--- config.mk ---
export PLATFORM = sky130hd
export DESIGN_NAME = lfsr_noise_channel
export DESIGN_NICKNAME = d
export VERILOG_FILES = /design/src/hw/rtl/lnc_pkg.sv /design/src/hw/rtl/lnc_cfg_regs.sv /design/src/hw/rtl/lnc_core.sv /design/src/hw/rtl/lfsr_noise_channel.sv
export SDC_FILE = /design/constraint.sdc
export NUM_CORES = 1
export LEC_CHECK = 0
export BUFFER_PORTS_ARGS = -buffer_cell sky130_fd_sc_hd__buf_2
export CORE_MARGIN = 3
export CORE_UTILIZATION = 50
export CTS_BUF_LIST = sky130_fd_sc_hd__clkbuf_16
export DETAILED_ROUTE_END_ITERATION = 8
export PLACE_DENSITY = 0.67
export SETUP_SLACK_MARGIN = 0.5
export SYNTH_ARGS = -nofsm -noshare
export SYNTH_HDL_FRONTEND = slang
export SYNTH_HIERARCHICAL = 1
export SYNTH_SLANG_ARGS = --single-unit
export TNS_END_PERCENT = 1
--- constraint.sdc ---
create_clock -name clk -period 8.6 [get_ports clk]
set_input_delay 0.86 -clock clk [delete_from_list [all_inputs] [get_ports clk]]
set_output_delay 0.86 -clock clk [all_outputs]
set_load 0.1 [all_outputs]
--- src/hw/rtl/lnc_pkg.sv ---
// lnc_pkg: shared types and constants for the LFSR noise channel.
// Item structs, request and register codes, config bundle.
// No dependencies.
`timescale 1ns / 1ps
`default_nettype none
package lnc_pkg;

	typedef enum logic [1:0] {
		REQ_TICK    = 2'd0,
		REQ_FRAME   = 2'd1,
		REQ_TRIGGER = 2'd2
	} req_kind_t;

	localparam int CfgIdxW  = 3;
	localparam int CfgDataW = 7;

	localparam logic [CfgIdxW-1:0] CFG_DIVIDER_CODE  = 3'd0;
	localparam logic [CfgIdxW-1:0] CFG_PERIOD_SHIFT  = 3'd1;
	localparam logic [CfgIdxW-1:0] CFG_NARROW_MODE   = 3'd2;
	localparam logic [CfgIdxW-1:0] CFG_LEN_STOP      = 3'd3;
	localparam logic [CfgIdxW-1:0] CFG_LENGTH_ENABLE = 3'd4;
	localparam logic [CfgIdxW-1:0] CFG_DAC_ENABLE    = 3'd5;
	localparam logic [CfgIdxW-1:0] CFG_START_VOLUME  = 3'd6;
	localparam logic [CfgIdxW-1:0] CFG_ENV_SETTING   = 3'd7;

	localparam int PeriodW = 22;
	localparam int LfsrW   = 16;

	localparam logic [2:0] ENV_STEP  = 3'd7;
	localparam logic [3:0] VOL_MAX   = 4'd15;

	typedef struct packed {
		logic [1:0] req_type;
		logic [2:0] seq_step;
	} req_item_t;

	typedef struct packed {
		logic [3:0] level;
		logic       is_playing;
	} res_item_t;

	typedef struct packed {
		logic [2:0] divider_code;
		logic [3:0] period_shift;
		logic       narrow_mode;
		logic [6:0] len_stop;
		logic       length_enable;
		logic       dac_enable;
		logic [3:0] start_volume;
		logic [3:0] envelope_setting;
	} cfg_t;

endpackage
`default_nettype wire

--- src/hw/rtl/lnc_cfg_regs.sv ---
// lnc_cfg_regs: configuration register file of the noise channel.
// Depends on lnc_pkg for cfg_t and register index codes.
`timescale 1ns / 1ps
`default_nettype none
module lnc_cfg_regs
	import lnc_pkg::*;
(
	input  wire logic                clk,
	input  wire logic                arst_n,
	input  wire logic                cfg_we,
	input  wire logic [CfgIdxW-1:0]  cfg_index,
	input  wire logic [CfgDataW-1:0] cfg_data,
	output cfg_t                     cfg
);

	cfg_t cfg_q;

	always_ff @(posedge clk or negedge arst_n) begin
		if (!arst_n) begin
			cfg_q <= '0;
		end else if (cfg_we) begin
			case (cfg_index)
				CFG_DIVIDER_CODE:  cfg_q.divider_code     <= cfg_data[2:0];
				CFG_PERIOD_SHIFT:  cfg_q.period_shift     <= cfg_data[3:0];
				CFG_NARROW_MODE:   cfg_q.narrow_mode      <= cfg_data[0];
				CFG_LEN_STOP:      cfg_q.len_stop         <= cfg_data[6:0];
				CFG_LENGTH_ENABLE: cfg_q.length_enable    <= cfg_data[0];
				CFG_DAC_ENABLE:    cfg_q.dac_enable       <= cfg_data[0];
				CFG_START_VOLUME:  cfg_q.start_volume     <= cfg_data[3:0];
				CFG_ENV_SETTING:   cfg_q.envelope_setting <= cfg_data[3:0];
				default: ;
			endcase
		end
	end

	assign cfg = cfg_q;

endmodule
`default_nettype wire

--- src/hw/rtl/lnc_core.sv ---
// lnc_core: channel state and its one-item update.
// Next state and next result are formed combinationally from the staged item.
// Depends on lnc_pkg.
`timescale 1ns / 1ps
`default_nettype none
module lnc_core
	import lnc_pkg::*;
(
	input  wire logic      clk,
	input  wire logic      arst_n,
	input  wire logic      advance,
	input  wire req_item_t item,
	input  wire cfg_t      cfg,
	output res_item_t      result
);

	logic [LfsrW-1:0]   shift_q, shift_n;
	logic [PeriodW-1:0] period_q, period_n;
	logic [3:0]         vol_q, vol_n;
	logic [2:0]         env_cnt_q, env_cnt_n;
	logic               env_up_q, env_up_n;
	logic [2:0]         env_pace_q, env_pace_n;
	logic [6:0]         len_q, len_n;
	logic               play_q, play_n;

	logic [6:0]         base;
	logic [PeriodW-1:0] reload;
	logic [PeriodW-1:0] period_dec;
	logic               fb;
	logic [LfsrW-1:0]   lfsr_fill;
	logic [6:0]         len_inc;
	logic [2:0]         env_inc;

	// divisor 8 for code 0, else code*16; shifted, kept to the counter width
	assign base   = (cfg.divider_code == '0) ? 7'd8 : {cfg.divider_code, 4'd0};
	assign reload = {{(PeriodW-7){1'b0}}, base} << cfg.period_shift;

	assign period_dec = period_q - PeriodW'(1);
	assign fb         = (shift_q[0] == shift_q[1]);
	assign len_inc    = len_q + 7'd1;
	assign env_inc    = env_cnt_q + 3'd1;

	always_comb begin
		lfsr_fill = {fb, shift_q[14:0]};
		if (cfg.narrow_mode) begin
			lfsr_fill[7] = fb;
		end
	end

	always_comb begin
		shift_n    = shift_q;
		period_n   = period_q;
		vol_n      = vol_q;
		env_cnt_n  = env_cnt_q;
		env_up_n   = env_up_q;
		env_pace_n = env_pace_q;
		len_n      = len_q;
		play_n     = play_q;
		case (item.req_type)
			REQ_TICK: begin
				if (play_q) begin
					period_n = period_dec;
					if (period_dec == '0) begin
						period_n = reload;
						shift_n  = lfsr_fill >> 1;
					end
				end
			end
			REQ_FRAME: begin
				if (!item.seq_step[0] && cfg.length_enable) begin
					len_n = len_inc;
					if (len_inc >= cfg.len_stop) begin
						play_n = 1'b0;
						len_n  = '0;
					end
				end
				if (item.seq_step == ENV_STEP && env_pace_q != '0) begin
					env_cnt_n = env_inc;
					if (env_inc >= env_pace_q) begin
						env_cnt_n = '0;
						if (env_up_q && vol_q < VOL_MAX) begin
							vol_n = vol_q + 4'd1;
						end else if (!env_up_q && vol_q != '0) begin
							vol_n = vol_q - 4'd1;
						end
					end
				end
			end
			REQ_TRIGGER: begin
				env_cnt_n = '0;
				if (len_q >= cfg.len_stop) begin
					len_n = '0;
				end
				vol_n = cfg.start_volume;
				if (cfg.dac_enable) begin
					play_n = 1'b1;
				end
				shift_n    = '0;
				env_up_n   = cfg.envelope_setting[3];
				env_pace_n = cfg.envelope_setting[2:0];
				period_n   = reload;
			end
			default: ;
		endcase
	end

	always_ff @(posedge clk or negedge arst_n) begin
		if (!arst_n) begin
			shift_q    <= '0;
			period_q   <= '0;
			vol_q      <= '0;
			env_cnt_q  <= '0;
			env_up_q   <= 1'b0;
			env_pace_q <= '0;
			len_q      <= '0;
			play_q     <= 1'b0;
		end else if (advance) begin
			shift_q    <= shift_n;
			period_q   <= period_n;
			vol_q      <= vol_n;
			env_cnt_q  <= env_cnt_n;
			env_up_q   <= env_up_n;
			env_pace_q <= env_pace_n;
			len_q      <= len_n;
			play_q     <= play_n;
		end
	end

	assign result.level      = shift_n[0] ? 4'd0 : vol_n;
	assign result.is_playing = play_n;

endmodule
`default_nettype wire

--- src/hw/rtl/lfsr_noise_channel.sv ---
// Noise channel top: request staging register, state update, result register.
// Flow: an accepted item waits in the request staging register; res_valid rises when
// it advances into the result register. Throughput: 1 item/cycle unless the result
// register stalls, set by the combinational state update in lnc_core between the registers.
// Reset (arst_n low, asynchronous): all state, config and valid flags clear;
// the channel starts stopped with a zero LFSR and zero volume.
`timescale 1ns / 1ps
`default_nettype none
module lfsr_noise_channel
	import lnc_pkg::*;
(
	input  wire logic                clk,
	input  wire logic                arst_n,
	// request channel
	input  wire logic                req_valid,
	output logic                     req_ready,
	input  wire req_item_t           req,
	// result channel
	output logic                     res_valid,
	input  wire logic                res_ready,
	output res_item_t                res,
	// config write port
	input  wire logic                cfg_we,
	input  wire logic [CfgIdxW-1:0]  cfg_index,
	input  wire logic [CfgDataW-1:0] cfg_data
);

	cfg_t      cfg;
	req_item_t req_s1;
	logic      valid_s1;
	logic      advance;
	res_item_t core_res;
	res_item_t res_q;
	logic      res_valid_q;

	// staged item moves on whenever the result register is free or being drained
	assign advance   = valid_s1 && (!res_valid_q || res_ready);
	// the stage takes a new item when empty or emptying this cycle
	assign req_ready = !valid_s1 || advance;

	always_ff @(posedge clk or negedge arst_n) begin
		if (!arst_n) begin
			valid_s1 <= 1'b0;
		end else if (req_ready) begin
			valid_s1 <= req_valid;
		end
	end

	// payload, no reset needed
	always_ff @(posedge clk) begin
		if (req_ready && req_valid) begin
			req_s1 <= req;
		end
	end

	lnc_cfg_regs u_cfg (
		.clk       (clk),
		.arst_n    (arst_n),
		.cfg_we    (cfg_we),
		.cfg_index (cfg_index),
		.cfg_data  (cfg_data),
		.cfg       (cfg)
	);

	// state commits only when the staged item advances, so each item hits once
	lnc_core u_core (
		.clk     (clk),
		.arst_n  (arst_n),
		.advance (advance),
		.item    (req_s1),
		.cfg     (cfg),
		.result  (core_res)
	);

	always_ff @(posedge clk or negedge arst_n) begin
		if (!arst_n) begin
			res_valid_q <= 1'b0;
		end else if (advance) begin
			res_valid_q <= 1'b1;
		end else if (res_ready) begin
			res_valid_q <= 1'b0;
		end
	end

	always_ff @(posedge clk) begin
		if (advance) begin
			res_q <= core_res;
		end
	end

	assign res_valid = res_valid_q;
	assign res       = res_q;

endmodule
`default_nettype wire

==> impl_metrics.tcl, run 1 <==
set metrics [dict create \
    critPathLaunchType "flop" \
    grt_use_total 0.211 \
    synth_cell_type_count 69 \
    slew_headroom 0.301 \
    fp.dieW_um 111 \
    r2r_slack_ns 5.09 \
    antennaDiodeCount 0 \
    cts_buffers 9 \
    ys.flop_type "dfrtp_1" \
    period_share 0.409 \
    outcome "finished clean" \
    vias 4422 \
    antenna_found_initial 0 \
    syn_area_per_cell_um2 9.71 \
    synth-edff-count 10 \
    ctsResizeCount 0 \
    rsz0062_at_grt "false" \
    r2r_start "u_core/period_q[0]" \
    min_from "u_cfg/cfg[2]" \
    core_um2 10600 \
    clk_latency_ns 0.34 \
    maxCapViolations 0 \
    cts_setup_buffers 0 \
    gr-total-overflow 0 \
    placedCellCount 713 \
    die_area_um2 12400 \
    vias_per_cell 6.07 \
    grt_pass1_vias 4262 \
    hold_viol 0 \
    ys_warn_count 6 \
    fmax_mhz 285 \
    path_class "reg -> reg" \
    syn_nets 617 \
    cts_tree "yes" \
    hold_class "reg -> reg" \
    vdd.ir_drop.worst_uv 159 \
    period_minus_slack_ns 3.51 \
    grt_pass1_wl_um 21400 \
    reg2reg_depth 11 \
    report.final.slew_viol_count 0 \
    crit_fanout 14 \
    synthCells 571 \
    rows 37 \
    die-height_um 111 \
    routabilityCongestion 0.864 \
    setup_tns_ns 0 \
    dp_hpwl_um 8820 \
    setup_viol 0 \
    first_iter_violations 333 \
    fin_skew_ns 0.00759 \
    power.leakage_uw 0.00259 \
    ys_seq_area_frac 0.429 \
    ys_async_sr_fraction 0.892 \
    ys_seq_elements 93 \
    preCtsSetupSlack_ns 5.00 \
    r2r-end "u_core/shift_q[13]" \
    io_pins 27 \
    synth_area_leaders "dfrtp_1 (37%), mux2_2 (6.5%), ha_1 (5.9%)" \
    hold_path_depth 1 \
    fin_ws_ns 5.09 \
    synth_area_um2 5540 \
    wirelength_um 12600 \
    clockBufferDepth 2 \
    routedWlPerCell_um 17.3 \
    n_fill_cell 941 \
    area_growth_pct 9.25 \
    clock_sinks 93 \
    hold_path_end "u_cfg/cfg[2]" \
    cellPowerDensity_nw_per_um2 258 \
    layout.cells.non_filler 729 \
    drc 0 \
    htree_levels 3 \
    crit_path_end_kind "flop" \
    layout.nets 634 \
    grt_max_degree 84 \
    crit_required_ns 8.87 \
    ant_nets 0 \
    holdWs_ns 0.500 \
    yosysTopAreaCell "dfrtp_1" \
    clkTransAtPathRegs_ns 0.06 \
    initial_core_util 0.525 \
    cts-root-buf "clkbuf_16" \
    cp.arrival_ns 3.79 \
    tightest_slew_ns 1.05 \
    ctsHoldBuffers 0 \
    io_buffer_count 26 \
    final_core_util 0.574 \
    drive_gt1_frac 0.164 \
    drtPass1Iterations 6 \
    yosysTopAreaCellShare 0.375 \
]
## cells by family after synthesis
logic type	Yosys count	synth area share
compound gates	143	0.166
mux	35	0.0704
flops	93	0.429
simple gates	212	0.220
buf+inv	49	0.0359
xor+xnor	13	0.0205
fa+ha+maj	26	0.0587
## synthesized netlist by cell type (3+ instances only)
library cell  instances
nand4b_1              6
xnor2_1               8
nand3b_1              3
nor4_1                9
or3_1                 5
nor3_1               19
clkbuf_1             17
a21o_1                6
nand2_1              43
ha_1                 26
a22oi_1               4
nor2_1               47
a21oi_1              34
nor3_2                3
o31ai_1               4
nand4_1               4
dfrtp_1              83
or4_1                 5
o21ai_0              43
buf_2                 5
o211ai_1              4
nor2b_1               3
and2_1                3
a22o_1               14
inv_1                24
and3_1                3
edfxtp_1             10
a211oi_1              3
mux2i_1               3
nand2b_1             22
or2_2                 4
a31oi_1               6
nand3_1              15
xor2_1                5
o21a_1                4
mux2_2               32
## state kept, by name, indices dropped and copies added, names as in the netlist
signal	cells
u_core/shift_q	15
u_core/env_cnt_q	3
u_core/period_q	22
u_core/vol_q	4
u_core/env_up_q	1
u_core/env_pace_q	3
u_cfg/cfg	25
req_s1	5
valid_s1	1
res_valid	1
res	5
u_core/len_q	7
u_core/play_q	1
## per-layer routing
| layer | up-vias | GRT usage | part of all wire | wire (um) |
|---|---|---|---|---|
| met5 | - | 0 | 0 | 0 |
| met4 | 0 | 0.0730 | 0.018 | 223 |
| li1 | 2145 | - | - | - |
| met1 | 2151 | 0.311 | 0.48 | 6120 |
| met2 | 108 | 0.321 | 0.46 | 5750 |
| met3 | 18 | 0.0311 | 0.043 | 540 |
## layout make-up
type,instances,area [um2],area share
clock inverters,6,31.3,0.00516
well taps,136,170,0.0281
clock buffers,10,250,0.0413
repair buffers,31,170,0.0281
flip-flops and latches,93,2380,0.392
inverters,24,90.1,0.0149
multi-input cells,429,2970,0.490
## how the worst max path moves through the flow
stage | cells after the start | slack [ns] | start | end
floorplan | 11 | 5.75 | u_core/period_q[0] | res[1]
global placement | 6 | 5.18 | res_ready | u_core/shift_q[9]
global route | 11 | 4.80 | u_core/period_q[1] | u_core/shift_q[10]
finish | 11 | 5.09 | u_core/period_q[0] | u_core/shift_q[13]
CTS | 11 | 5.08 | u_core/period_q[0] | u_core/shift_q[13]
detailed placement | 6 | 5.00 | res_ready | u_core/shift_q[8]
## cells in the final DEF (no fill, tap or decap), types with 5 or more instances in the layout
cell type  Yosys  layout
xnor2_1        8       8
clkbuf_16      0      10
ha_1          26      26
nor4_1         9       9
a22o_1        14      14
buf_4          2       6
nand2b_1      22      22
nand3_1       15      15
inv_1         24      27
nand2_1       43      43
edfxtp_1      10      10
o21ai_0       43      43
a21o_1         6       6
nor3_1        19      19
nor2_1        47      47
mux2_2        32      32
dfrtp_1       83      83
nand4b_1       6       6
a21oi_1       34      34
xor2_1         5       5
or3_1          5       5
a31oi_1        6       6
buf_2          5      25
or4_1          5       5
## power by group
part / internal [uW] / switching (uW) / leakage, uW / total [uW]
combinational: 215 / 300 / 0.00131 / 515
sequential: 539 / 131 / 0.00114 / 670
clock: 210 / 166 / 0.000145 / 376
## metrics by stage
step	instance area [um2]	total power (uW)
floorplan	5540	1040
global placement	5780	1160
detailed placement	5780	1180
CTS	6060	1570
global route	6060	1670
finish	6060	1560
## critical path, cell delays in order, from the launching register on
cell and delay (ns):
dfrtp_1 0.45, inv_1 0.09, ha_1 0.22, nor3b_1 0.22, buf_4 0.23, nand3_1 0.23, or4_1 0.54, a21oi_1 0.21
nor4b_1 0.24, nand4_1 0.21, nor2_2 0.56, a22o_1 0.23
Note: power is estimated with default switching activity, not from simulation.
==> inputs of run 2 (changes only) <==
Settings changed: ABC_AREA from default to 1, PLACE_DENSITY 0.67 to 0.7.
Clock period 8.6 ns to 3 ns, I/O delays scaled along.
==> impl_metrics.tcl, run 2 <==
set metrics [dict create \
    wirelength_um 13500 \
    syn_nets 849 \
    design_area_um2 6570 \
    drc 0 \
    path_class "reg -> reg" \
    layout.nets 878 \
    core_um2 11100 \
    use_met1 0.283 \
    ys_warn_count 6 \
    routabilityCongestion 0.882 \
    maxCapViolations 0 \
    io_pins 27 \
    final_common_cell "nand2_1" \
    grt_pass1_vias 4908 \
    crit_path_end_kind "flop" \
    grt_use_total 0.217 \
    worst-path-stages 12 \
    grt_max_degree 84 \
    layout_common_cells "nand2_1 (254), inv_1 (90), dfrtp_1 (83)" \
    ys.flop_type "dfrtp_1" \
    grt_util_met3 0.0502 \
    ys_seq_elements 93 \
    power.leakage_uw 0.00331 \
    cts_buffers 9 \
    cp.arrival_ns 2.67 \
    crit_family "simple AND/OR/NAND/NOR gates" \
    fp.dieW_um 114 \
    setup_tns_ns 0 \
    holdWs_ns 0.0964 \
    clk_latency_ns 0.35 \
    synth_cell_type_count 40 \
    drtPass1Iterations 5 \
    fmax_mhz 405 \
    clockBufferDepth 2 \
    crit_buf_inv 1 \
    synth-edff-count 10 \
    initial_core_util 0.527 \
    die_area_um2 13100 \
    placed_cell_area_um2 6080 \
    hold_class "in -> async" \
    htree_levels 3 \
    yosysMostFrequentCell "nand2_1" \
    synth_area_um2 5860 \
    die-height_um 114 \
    period_share 0.822 \
    report.final.slew_viol_count 0 \
    slowest_stage "dfrtp_1" \
    period_minus_slack_ns 2.47 \
    critPathLaunchType "flop" \
    vdd.ir_drop.worst_uv 731 \
    cp_slowest_stage_delay_ns 0.42 \
    dp_hpwl_um 9710 \
    crit_required_ns 3.20 \
    ant_nets 0 \
    grt_pass1_wl_um 22900 \
    drive_gt1_frac 0.145 \
    crit_chain "ha_2 -> nand3_2 -> nand3b_1 -> xnor2_2 -> ha_1 -> nand4_1 -> inv_1 -> a211oi_2 -> nand2_2 -> nand2_2 -> nand3_2 -> a31oi_1" \
    outcome "finished clean" \
    slew_headroom 0.298 \
    synthCells 803 \
    setup_viol 0 \
    yosys-top-cells-count "nand2_1 (257), inv_1 (90), dfrtp_1 (83)" \
    cts-root-buf "clkbuf_16" \
    first_iter_violations 353 \
    tightest_slew_ns 1.05 \
    largest_reg_flops 25 \
    antenna_found_initial 0 \
    yosysTopAreaCell "dfrtp_1" \
    vias 5217 \
    grt_util_met2 0.358 \
    reg2reg_depth 12 \
    hold_viol 0 \
    clock_sinks 93 \
    ys_async_sr_fraction 0.892 \
    fin_skew_ns 0.00716 \
    clkTransAtPathRegs_ns 0.07 \
    rsz0062_at_grt "true" \
    ys_seq_area_frac 0.405 \
    rows 38 \
    vias_per_cell 5.34 \
    area_growth_pct 12.0 \
    crit_fanout 5 \
    antennaDiodeCount 0 \
    layout.cells.non_filler 977 \
    cellPowerDensity_nw_per_um2 793 \
    routedWlPerCell_um 13.8 \
    yosysTopAreaCellShare 0.354 \
    io_buffer_count 26 \
    gr-total-overflow 0 \
    syn_area_per_cell_um2 7.30 \
    placedCellCount 951 \
    cts_tree "yes" \
    top_usage_layer "met2" \
    synth_area_leaders "dfrtp_1 (35%), nand2_1 (16%), inv_1 (5.8%)" \
]
run 2: changes by cell type after synthesis, moves of 23 or more:
cell / previous run / this run
nand2_1: 43 / 257
inv_1: 24 / 90
nand3_1: 15 / 59
mux2_2: 32 / 0
o21ai_1: 0 / 23
run 2: area by class of cell:
type                            count  area [um2]
Sequential cell                    93        2380
Multi-Input combinational cell    592        3140
Timing Repair Buffer               38         223
Clock buffer                        9         225
Fill cell                        1003        4560
Clock inverter                      7        57.6
Tap cell                          140         175
Inverter                           98         373
run 2: path summary, 6_finish.rpt:
kind / slack [ns] / startpoint / endpoint
min: 0.1 / arst_n / u_core/period_q[5]
min reg2reg: 0.48 / u_core/shift_q[6] / u_core/shift_q[6]
max reg2reg: 0.53 / u_core/len_q[0] / res[0]
max: 0.53 / u_core/len_q[0] / res[0]
max in group asynchronous: 2.19 / arst_n / u_core/period_q[2]
min in group clk: 0.12 / req[2] / req_s1[2]
run 2: what timing repair did:
action                     CTS  global route
setup endpoints to repair   34            51
resized for setup            4            23
pin swaps                    1            13
gates cloned                 0             2
buffers inserted             1             7
hold endpoints to repair     0             0
hold buffers                 0             0
run 2: where the power goes:
group	internal, uW	switching (uW)	total (uW)
combinational	782	1470	2250
clock	575	524	1100
sequential	1560	303	1860
total	2910	2300	5210
run 2: kinds of logic after synthesis:
family | synth area share
adder cells (fa/ha/maj) | 0.0555
AND/OR/NAND/NOR | 0.341
XOR/XNOR | 0.0149
AO/OA/AOI/OAI | 0.0988
flip-flops | 0.405
buffers and inverters | 0.0849
run 2: metal layers:
| metal | vias to the layer above | share of wire |
|---|---|---|
| li1 | 2644 | - |
| met1 | 2413 | 0.45 |
| met2 | 148 | 0.49 |
| met3 | 12 | 0.052 |
| met4 | 0 | 0.013 |
| met5 | - | 0 |
run 2: through the flow:
| step | total power (uW) | util | setup slack [ns] |
|---|---|---|---|
| after CTS | 5030 | 0.574 | 0.440 |
| after global placement | 3800 | 0.547 | 0.506 |
| final | 5210 | 0.591 | 0.533 |
| after global routing | 5630 | 0.591 | 0.359 |
| after detailed placement | 3870 | 0.547 | 0.389 |
| after floorplan | 3400 | - | 0.638 |
